[src/sv/vlos_pkg.sv]
// Shared types, constants and helpers of the voxel line-of-sight block.
package vlos_pkg;

   // Voxels along each axis are 2**AXIS_BITS; the request fields stay 5 bits wide.
   localparam int AXIS_BITS   = 5;
   localparam int FIELD_W     = 5;
   localparam int ADDR_W      = 3 * AXIS_BITS;
   localparam int MAP_DEPTH   = 1 << ADDR_W;
   localparam int ERR_W       = AXIS_BITS + 3;
   localparam int REQ_TDATA_W = 32;
   localparam int RSP_TDATA_W = 8;

   localparam logic REQ_WRITE = 1'b0;
   localparam logic REQ_QUERY = 1'b1;

   typedef logic [FIELD_W-1:0]   field_type;
   typedef logic [AXIS_BITS-1:0] coord_type;
   typedef logic [ADDR_W-1:0]    addr_type;
   typedef logic [ERR_W-1:0]     err_type;

   typedef enum logic [2:0] {
      ST_CLEAR,
      ST_IDLE,
      ST_START,
      ST_GOAL,
      ST_WALK,
      ST_DONE
   } state_type;

   typedef struct packed {
      logic clear_wr;
      logic map_wr;
      logic latch;
      logic rd_start;
      logic init_err;
      logic rd_goal;
      logic rd_walk;
      logic load_rsp;
   } cmd_type;

   typedef struct packed {
      logic clear_last;
      logic walk_empty;
      logic walk_last;
   } status_type;

   // Request coordinates are reduced to (or widened to) the axis width.
   function automatic coord_type to_coord(field_type f);
      return coord_type'(f);
   endfunction

   function automatic addr_type voxel_addr(coord_type x, coord_type y, coord_type z);
      return {z, y, x};
   endfunction

endpackage

[src/sv/vlos_ctrl.sv]
// Controller state machine: clearing pass, request dispatch, walk sequencing, result hand-off.
module vlos_ctrl (
   input  logic                 clock,
   input  logic                 reset,
   input  logic                 req_tvalid,
   input  logic                 req_kind,
   output logic                 req_tready,
   output logic                 rsp_tvalid,
   input  logic                 rsp_tready,
   input  vlos_pkg::status_type status,
   output vlos_pkg::cmd_type    cmd,
   output vlos_pkg::state_type  state
);
   import vlos_pkg::*;

   state_type state_ff, state_in;
   logic      rsp_valid_ff, rsp_valid_in;
   logic      accept;
   logic      rsp_free;

   assign req_tready = (state_ff == ST_IDLE);
   assign accept     = req_tvalid && req_tready;
   assign rsp_free   = !rsp_valid_ff || rsp_tready;

   always_comb begin
      state_in = state_ff;
      unique case (state_ff)
         ST_CLEAR: begin
            if (status.clear_last) begin
               state_in = ST_IDLE;
            end
         end
         ST_IDLE: begin
            if (accept && req_kind == REQ_QUERY) begin
               state_in = ST_START;
            end
         end
         ST_START: state_in = ST_GOAL;
         ST_GOAL: begin
            state_in = status.walk_empty ? ST_DONE : ST_WALK;
         end
         ST_WALK: begin
            if (status.walk_last) begin
               state_in = ST_DONE;
            end
         end
         ST_DONE: begin
            if (rsp_free) begin
               state_in = ST_IDLE;
            end
         end
         default: state_in = ST_CLEAR;
      endcase
   end

   always_comb begin
      cmd = '0;
      unique case (state_ff)
         ST_CLEAR: cmd.clear_wr = 1'b1;
         ST_IDLE: begin
            if (accept) begin
               cmd.map_wr = (req_kind == REQ_WRITE);
               cmd.latch  = (req_kind == REQ_QUERY);
            end
         end
         ST_START: begin
            cmd.rd_start = 1'b1;
            cmd.init_err = 1'b1;
         end
         ST_GOAL: cmd.rd_goal = 1'b1;
         ST_WALK: cmd.rd_walk = 1'b1;
         ST_DONE: cmd.load_rsp = rsp_free;
         default: cmd = '0;
      endcase
   end

   always_comb begin
      rsp_valid_in = rsp_valid_ff;
      if (cmd.load_rsp) begin
         rsp_valid_in = 1'b1;
      end else if (rsp_tready) begin
         rsp_valid_in = 1'b0;
      end
   end

   always_ff @(posedge clock) begin
      if (reset) begin
         state_ff     <= ST_CLEAR;
         rsp_valid_ff <= 1'b0;
      end else begin
         state_ff     <= state_in;
         rsp_valid_ff <= rsp_valid_in;
      end
   end

   assign rsp_tvalid = rsp_valid_ff;
   assign state      = state_ff;

endmodule

[config.mk]
export PLATFORM = sky130hd
export DESIGN_NAME = vlos_ctrl
export DESIGN_NICKNAME = d
export VERILOG_FILES = /design/src/sv/vlos_pkg.sv /design/src/sv/vlos_ctrl.sv
export SDC_FILE = /design/constraint.sdc
export NUM_CORES = 1
export LEC_CHECK = 0
export ABC_AREA = 1
export BUFFER_PORTS_ARGS = -buffer_cell sky130_fd_sc_hd__buf_2
export CORE_AREA = 2 2 39 41
export CTS_BUF_LIST = sky130_fd_sc_hd__clkbuf_4 sky130_fd_sc_hd__clkbuf_8
export DETAILED_ROUTE_END_ITERATION = 7
export DIE_AREA = 0 0 41 43
export HOLD_SLACK_MARGIN = 0.06
export SLEW_MARGIN = 5
export SYNTH_ARGS = -nofsm -noshare
export SYNTH_HDL_FRONTEND = slang
export SYNTH_SLANG_ARGS = --single-unit
[constraint.sdc]
create_clock -name clock -period 2.8 [get_ports clock]
set_input_delay 0.56 -clock clock [delete_from_list [all_inputs] [get_ports clock]]
set_output_delay 0.56 -clock clock [all_outputs]
set_load 0.005 [all_outputs]
==> flow_summary.json, run 1 <==
{
  "max_stage_delay_ns": 0.45,
  "yosysWarnings": 0,
  "cts.clk_slew.worst_paths_ns": 0.03,
  "rsz0062_at_grt": "no",
  "die-width_um": 41,
  "synthTopCellsByArea": "dfxtp_1 (27%), nand2_1 (13%), nor2_1 (13%), inv_1 (11%), nand3_1 (6.8%)",
  "grt_max_degree": 9,
  "die_h_um": 43,
  "total_power_uw": 189,
  "seq_area_frac_synth_pct": 27.2,
  "critPathKind": "reg2out",
  "path_cells": "nand2_1, nor2_2, nand2_1, nor2_1, buf_2",
  "yosysTopAreaCell": "dfxtp_1",
  "netlist_instances": 50,
  "timing.rr.end": "state[0]$_SDFFE_PP0P_",
  "wirelength_um": 697,
  "hold_violations": 0,
  "ctsResizeCount": 0,
  "gr-usage-all-layers_pct": 9.95,
  "max_freq_mhz": 556,
  "post_cts_buffers": 0,
  "num_antenna_cells": 0,
  "ys_ff_latch": 4,
  "r2r-start": "state[2]$_SDFFE_PP0P_",
  "setup-tns-final_ns": 0,
  "start_util_pct": 21.2,
  "startpoint_type": "flip-flop",
  "route.detailed.drc": 0,
  "worstMarginPinSlew_ns": 0.301,
  "crit_cells": 5,
  "endpoint": "cmd[5]",
  "finalHoldWorstSlack_ns": 0.550,
  "ctsHoldBuffers": 0,
  "ys_types": 15,
  "drt_iter0_markers": 8,
  "cp.required_ns": 2.24,
  "max_cap_violations": 0,
  "grt_overflow": 0,
  "die_area_um2": 1760,
  "slew_violations": 0,
  "grt_first_pass_wirelength_mm": 1.06,
  "vias": 348,
  "place_congestion": 0.681,
  "ant_nets": 0,
  "cts_buffers": 3,
  "nNetsFinal": 81,
  "cts_tree": "built",
  "period_minus_slack_ns": 1.80,
  "vias_per_cell": 4.00,
  "antenna_found_initial": 0,
  "syn_area_per_cell_um2": 5.88,
  "cp_common_cell": "nand2_1",
  "coreArea_um2": 1380,
  "cts.sinks": 4,
  "crit_slowest_cell": "dfxtp_1",
  "hold_path.class": "in2reg",
  "rrSetupSlack_ns": 1.64,
  "critPathArrivalTime_ns": 1.24,
  "grt_pass1_vias": 269,
  "fin_util_pct": 30.5,
  "first_pass_iters": 3,
  "cp-end-kind": "primary output",
  "synth_fp_nets": 58,
  "io_pins": 21,
  "finalSetupViolations": 0,
  "crit_start": "state[0]$_SDFFE_PP0P_",
  "relSlewSlack_pct": 79.9,
  "status": "completed",
  "final.setup.worst_slack_ns": 1.00,
  "dp_hpwl_um": 583,
  "drive_gt1_share_pct": 38.0,
  "powerDensity_nw_per_um2": 448,
  "yosysTopAreaCellShare_pct": 27.2,
  "htree_num_levels": 1,
  "finalCritPeriodShare_pct": 64.2,
  "r2r_cells": 7,
  "synthToLayoutAreaGrowth_pct": 43.4,
  "fp-row-count": 14,
  "wl_per_cell_um": 8.01,
  "port_buffers": 20,
  "crit_buf_inv": 1,
  "ir_drop_v": 0.000157,
  "worstSkewPairLatency_ns": 0.23,
  "root_buffer": "clkbuf_4",
  "leakagePower_uw": 0.000264,
  "dpl_worst_slack_ns": 1.24,
  "crit_family": "flip-flops",
  "path_max_fanout": 8,
  "clock_skew_ns": 0.000113,
  "syn_area_um2": 294,
  "cts_buffer_depth": 2
}
-- synth_stat cells --
cell type and n:
a21oi_1 1, a31oi_1 1, buf_4 2, dfxtp_1 4, inv_1 9, inv_2 1, nand2_1 10, nand3_1 4
nand3b_1 2, nor2_1 10, nor2_2 1, nor3_1 2, nor3_2 1, o21ai_0 1, o21ai_2 1
-- report_power, final --
part	internal (uW)	switching, uW	total, uW
Combinational	23.9	29.1	53.0
Clock	47.7	20.6	68.4
Sequential	61.2	6.50	67.7
-- metrics by stage --
stage | cells | area [um^2]
after CTS | 87 | 422
after detailed placement | 84 | 399
final | 87 | 422
after global routing | 87 | 422
after floorplan | 50 | 294
after global placement | 84 | 399
-- logic make-up (layout without fill, tap and decap cells) --
kind of cell           after synthesis  after routing  share of synthesized area, %
DFF                                  4              4                          27.2
buffers and inverters               12             33                          17.9
and+or+nand+nor                     30             30                          46.4
AOI/OAI and AO/OA                    4              4                          8.51
-- routing by layer --
| layer | GRT usage (%) | share of wire, % | vias up |
|---|---|---|---|
| met5 | 0 | 0 | - |
| met4 | 10.0 | 2.0 | 0 |
| met3 | 6.28 | 8.5 | 2 |
| met2 | 12.2 | 48 | 8 |
| met1 | 10.6 | 41 | 144 |
| li1 | - | - | 194 |
-- worst min-delay path by stage --
stage | start | end | slack [ns] | cells after the start
3_3_place_gp | rsp_tvalid$_SDFFE_PP0P_ | rsp_tvalid$_SDFFE_PP0P_ | 0.56 | 4
3_5_place_dp | rsp_tvalid$_SDFFE_PP0P_ | rsp_tvalid$_SDFFE_PP0P_ | 0.56 | 4
2_1_floorplan | rsp_tvalid$_SDFFE_PP0P_ | rsp_tvalid$_SDFFE_PP0P_ | 0.54 | 4
6_report | reset | rsp_tvalid$_SDFFE_PP0P_ | 0.55 | 2
5_1_grt | reset | state[1]$_SDFFE_PP0P_ | 0.55 | 2
4_1_cts | reset | state[1]$_SDFFE_PP0P_ | 0.54 | 2
-- flip-flops by register name, summed over array words and instances (netlist names) --
register    cells
state           3
rsp_tvalid      1
-- cell type report --
| type | count | area (um^2) |
|---|---|---|
| Multi-Input combinational cell | 34 | 161 |
| Inverter | 10 | 37.5 |
| Sequential cell | 4 | 80.1 |
| Clock buffer | 3 | 22.5 |
| Fill cell | 164 | 962 |
| Timing Repair Buffer | 20 | 100 |
| Tap cell | 16 | 20.0 |
-- worst reg2reg max path: cells and delay by family, from the launching register on --
kind,cells,cell delay (ns)
simple gates,5,0.46
buf+inv,2,0.12
flops,1,0.48
-- cell usage in the layout (no fill, tap or decap), drive strengths merged --
| master | n |
|---|---|
| buf | 20 |
| nor2 | 11 |
| nand2 | 10 |
| inv | 10 |
| nand3 | 4 |
| dfxtp | 4 |
| clkbuf | 3 |
| nor3 | 3 |
| nand3b | 2 |
| o21ai | 2 |
| a31oi | 1 |
| a21oi | 1 |
Note: power is estimated with default switching activity, not from simulation.
==> run 2, diff against run 1 <==
==> constraint.sdc (replaced) <==
create_clock -name clock -period 1.57 [get_ports clock]
set_input_delay 0.314 -clock clock [delete_from_list [all_inputs] [get_ports clock]]
set_output_delay 0.314 -clock clock [all_outputs]
set_load 0.005 [all_outputs]
==> run 2 against run 1 <==
  * Die area unchanged
  * Largest cell class unchanged
  * Via count up 4.6%
  * Global-route usage down 0.30 points
  * Combinational power up 84%
  * Final cell count unchanged
  * Register-to-register slack worse by 1.2 ns
  * Clock skew about the same
  * Sequential cell count unchanged
  * Count of clock-buffer cells in the layout unchanged
  * Worst hold slack worse by 0.25 ns
  * First-iteration DRC count unchanged
==> flow_summary.json, run 2 (synthesis results as in run 1) <==
{
  "critPathArrivalTime_ns": 1.10,
  "start_util_pct": 21.2,
  "worstSkewPairLatency_ns": 0.23,
  "final_cells": 87,
  "setup-tns-final_ns": 0,
  "cts_tree": "built",
  "io_pins": 21,
  "finalCritPeriodShare_pct": 90.3,
  "htree_num_levels": 1,
  "cp-end-kind": "primary output",
  "rsz0062_at_grt": "no",
  "leakagePower_uw": 0.000266,
  "die_area_um2": 1760,
  "num_antenna_cells": 0,
  "cts_buffer_depth": 2,
  "die-width_um": 41,
  "finalHoldWorstSlack_ns": 0.299,
  "worstMarginPinSlew_ns": 0.327,
  "num-fill-cells": 165,
  "clock_skew_ns": 0.000260,
  "vias_per_cell": 4.18,
  "relSlewSlack_pct": 78.1,
  "antenna_found_initial": 0,
  "wl_per_cell_um": 8.05,
  "path_cells": "nor3_1, buf_2",
  "ir_drop_v": 0.000260,
  "cp.required_ns": 1.26,
  "synthToLayoutAreaGrowth_pct": 46.4,
  "first_pass_iters": 4,
  "post_dp_cell_area_um2": 399,
  "max_cap_violations": 0,
  "max_stage_delay_ns": 0.36,
  "nNetsFinal": 81,
  "gr-usage-all-layers_pct": 9.65,
  "finalSetupViolations": 0,
  "final.setup.worst_slack_ns": 0.152,
  "hold_path.class": "in2reg",
  "route.detailed.drc": 0,
  "crit_slowest_cell": "dfxtp_2",
  "layout_common_cells": "buf_2 (20), nor2_1 (10), nand2_1 (10)",
  "dp_cells": 84,
  "period_minus_slack_ns": 1.42,
  "root_buffer": "clkbuf_4",
  "ctsHoldBuffers": 0,
  "powerDensity_nw_per_um2": 793,
  "path_max_fanout": 8,
  "place_congestion": 0.679,
  "drive_gt1_share_pct": 43.7,
  "fin_area_um2": 430,
  "drt_iter0_markers": 8,
  "grt_first_pass_wirelength_mm": 1.09,
  "slew_violations": 0,
  "largest_reg_flops": 3,
  "ctsResizeCount": 0,
  "fp-row-count": 14,
  "dp_hpwl_um": 594,
  "coreArea_um2": 1380,
  "startpoint_type": "flip-flop",
  "die_h_um": 43,
  "grt_pass1_vias": 303,
  "hold_violations": 0,
  "grt_overflow": 0,
  "wirelength_um": 700,
  "dpl_worst_slack_ns": 0.298,
  "cts_buffers": 3,
  "status": "completed",
  "critPathKind": "reg2out",
  "port_buffers": 20,
  "grt_max_degree": 9,
  "vias": 364,
  "cts.clk_slew.worst_paths_ns": 0.03,
  "post_cts_buffers": 0,
  "max_freq_mhz": 705,
  "cts.sinks": 4,
  "ant_nets": 0,
  "mostFrequentLayoutCell": "buf_2"
}
[run 2: cell counts in the layout (fill, tap and decap cells not counted)]
No cell type changed its count.
[run 2: per-layer routing]
| layer | share of wire, % | GRT usage [%] |
|---|---|---|
| met5 | 0 | 0 |
| met3 | 6.3 | 4.71 |
| met1 | 42 | 11.0 |
| met4 | 0 | 8.00 |
| met2 | 52 | 12.8 |
[run 2: final timing paths]
| kind | startpoint | endpoint | slack, ns | cells past startpoint |
|---|---|---|---|---|
| min | reset | state[1]$_SDFFE_PP0P_ | 0.30 | 2 |
| max | state[2]$_SDFFE_PP0P_ | cmd[3] | 0.15 | 2 |
| max reg2reg | state[2]$_SDFFE_PP0P_ | state[0]$_SDFFE_PP0P_ | 0.47 | 7 |
| min reg2reg | rsp_tvalid$_SDFFE_PP0P_ | rsp_tvalid$_SDFFE_PP0P_ | 0.56 | 4 |
[run 2: critical path: cells and delay by family, from the launching register on]
kind                   cells  cell delay [ns]
buffers and inverters      1             0.18
DFF                        1             0.36
and+or+nand+nor            1             0.33
[run 2: power breakdown]
group / leakage (uW) / internal, uW / total (uW) / switching [uW]
registers: 0.0000338 / 111 / 123 / 12.0
clock network: 0.0000138 / 85.1 / 121 / 35.9
logic: 0.000219 / 44.2 / 97.6 / 53.4
total: 0.000266 / 240 / 341 / 101
[run 2: stage by stage]
stage               utilization, %  power (uW)
finish                        31.1         341
global route                  31.1         373
CTS                           30.5         347
detailed placement            28.8         217
global placement              28.8         217
floorplan                        -         179
[run 2: cell type report]
cell class                 instances  area (um^2)  share of cell area [%]
multi-input combinational         34          166                    38.7
clock buffer                       3         22.5                    5.23
timing repair buffer              20          100                    23.3
tap                               16         20.0                    4.65
inverter                          10         37.5                    8.72
sequential                         4         83.8                    19.5
==> run 3, diff against run 2 <==
--- a/config.mk
+++ b/config.mk
@@ -9,9 +9,11 @@
 export BUFFER_PORTS_ARGS = -buffer_cell sky130_fd_sc_hd__buf_2
 export CORE_AREA = 2 2 39 41
 export CTS_BUF_LIST = sky130_fd_sc_hd__clkbuf_4 sky130_fd_sc_hd__clkbuf_8
+export CTS_CLUSTER_DIAMETER = 150
 export DETAILED_ROUTE_END_ITERATION = 7
 export DIE_AREA = 0 0 41 43
 export HOLD_SLACK_MARGIN = 0.06
+export PLACE_DENSITY = 0.58
 export SLEW_MARGIN = 5
 export SYNTH_ARGS = -nofsm -noshare
 export SYNTH_HDL_FRONTEND = slang
==> run 3 against run 2 <==
  * Critical path depth grew 4
  * Combinational power barely moved
  * Sequential cell count did not move
  * Worst setup slack worse by 0.044 ns
  * Die area stayed put
  * Worst hold slack got worse by 0.010 ns
  * Count of clock-buffer cells in the layout unchanged
  * Routed wire length grew 5.4%
  * Via count is 1.9% lower
  * Sequential share of layout area is 0.23 points lower
  * Global-route usage shrank 0.60 points
  * Critical path type unchanged
==> flow_summary.json, run 3 (synthesis results as in run 1) <==
{
  "status": "completed",
  "die-width_um": 41,
  "coreArea_um2": 1380,
  "period_minus_slack_ns": 1.46,
  "powerDensity_nw_per_um2": 812,
  "dp_hpwl_um": 620,
  "finalSetupViolations": 0,
  "critPathKind": "reg2out",
  "place_congestion": 0.730,
  "vias_per_cell": 4.10,
  "total_power_uw": 349,
  "max_freq_mhz": 684,
  "cts.sinks": 4,
  "die_h_um": 43,
  "io_pins": 21,
  "grt_overflow": 0,
  "hold_path.class": "in2reg",
  "mostFrequentLayoutCell": "buf_2",
  "synthToLayoutAreaGrowth_pct": 46.0,
  "cts_buffers": 3,
  "path_max_fanout": 6,
  "rsz0062_at_grt": "yes",
  "finalCritPeriodShare_pct": 93.1,
  "post_cts_buffers": 0,
  "fin_util_pct": 31.0,
  "ant_nets": 0,
  "ctsHoldBuffers": 0,
  "grt_max_degree": 9,
  "critPathArrivalTime_ns": 1.15,
  "cts.clk_slew.worst_paths_ns": 0.04,
  "htree_num_levels": 1,
  "gr-usage-all-layers_pct": 9.05,
  "port_buffers": 20,
  "setup-tns-final_ns": 0,
  "antenna_found_initial": 0,
  "ir_drop_v": 0.000314,
  "largest_reg_flops": 3,
  "wl_per_cell_um": 8.48,
  "wirelength_um": 738,
  "fin_area_um2": 429,
  "cp.required_ns": 1.26,
  "first_pass_iters": 4,
  "hold_violations": 0,
  "fp-row-count": 14,
  "worstSkewPairLatency_ns": 0.24,
  "post_dp_cell_area_um2": 399,
  "cts_buffer_depth": 2,
  "nNetsFinal": 81,
  "grt_pass1_vias": 278,
  "vias": 357,
  "layout_common_cells": "buf_2 (20), nor2_1 (10), nand2_1 (10)",
  "start_util_pct": 21.2,
  "max_cap_violations": 0,
  "ctsResizeCount": 0,
  "relSlewSlack_pct": 80.9,
  "leakagePower_uw": 0.000266,
  "die_area_um2": 1760,
  "root_buffer": "clkbuf_4",
  "cts_tree": "built",
  "slew_violations": 0,
  "drt_iter0_markers": 4,
  "clock_skew_ns": 0.000462,
  "route.detailed.drc": 0,
  "num_antenna_cells": 0,
  "drive_gt1_share_pct": 42.3,
  "grt_first_pass_wirelength_mm": 1.04,
  "startpoint_type": "flip-flop",
  "cp-end-kind": "primary output",
  "worstMarginPinSlew_ns": 0.284
}
## run 3: final cells by class
cell class,count,area (um^2)
Clock buffer,3,22.5
Inverter,10,37.5
Fill cell,158,955
Multi-Input combinational cell,34,166
Timing Repair Buffer,20,100
Tap cell,16,20.0
Sequential cell,4,82.6
## run 3: final timing paths
path	from	to	slack, ns	cells past startpoint
max	state[1]$_SDFFE_PP0P_	cmd[6]	0.11	6
min	reset	state[1]$_SDFFE_PP0P_	0.29	2
max reg2reg	state[1]$_SDFFE_PP0P_	state[0]$_SDFFE_PP0P_	0.48	7
min reg2reg	rsp_tvalid$_SDFFE_PP0P_	rsp_tvalid$_SDFFE_PP0P_	0.57	4
## run 3: worst max-delay path, cell delays in order, from the launching register on
cell	delay (ns)
dfxtp_1	0.34
inv_2	0.08
nand2_1	0.08
nor2_4	0.12
nand2_1	0.08
nor2_1	0.09
buf_2	0.11
## run 3: where the power goes
part | leakage (uW) | internal (uW) | switching, uW
combinational | 0.000219 | 44.1 | 53.6
sequential | 0.0000334 | 110 | 11.7
clock | 0.0000138 | 85.6 | 43.6
total | 0.000266 | 240 | 109
## run 3: metrics by stage
step                      std cells  worst slack [ns]  hold slack [ns]
after floorplan                  50             0.334            0.383
after global placement           84             0.279            0.532
after detailed placement         84             0.271            0.532
after CTS                        87           0.00948            0.282
after global routing             87           -0.0229            0.292
final                            87             0.108            0.289
## run 3: metal layers
metal | GRT usage [%] | share of wire (%) | vias up
met5 | 0 | 0 | -
met4 | 8.00 | 1.9 | 0
met3 | 3.14 | 6.9 | 2
met2 | 13.4 | 49 | 10
met1 | 9.35 | 42 | 150
li1 | - | - | 195
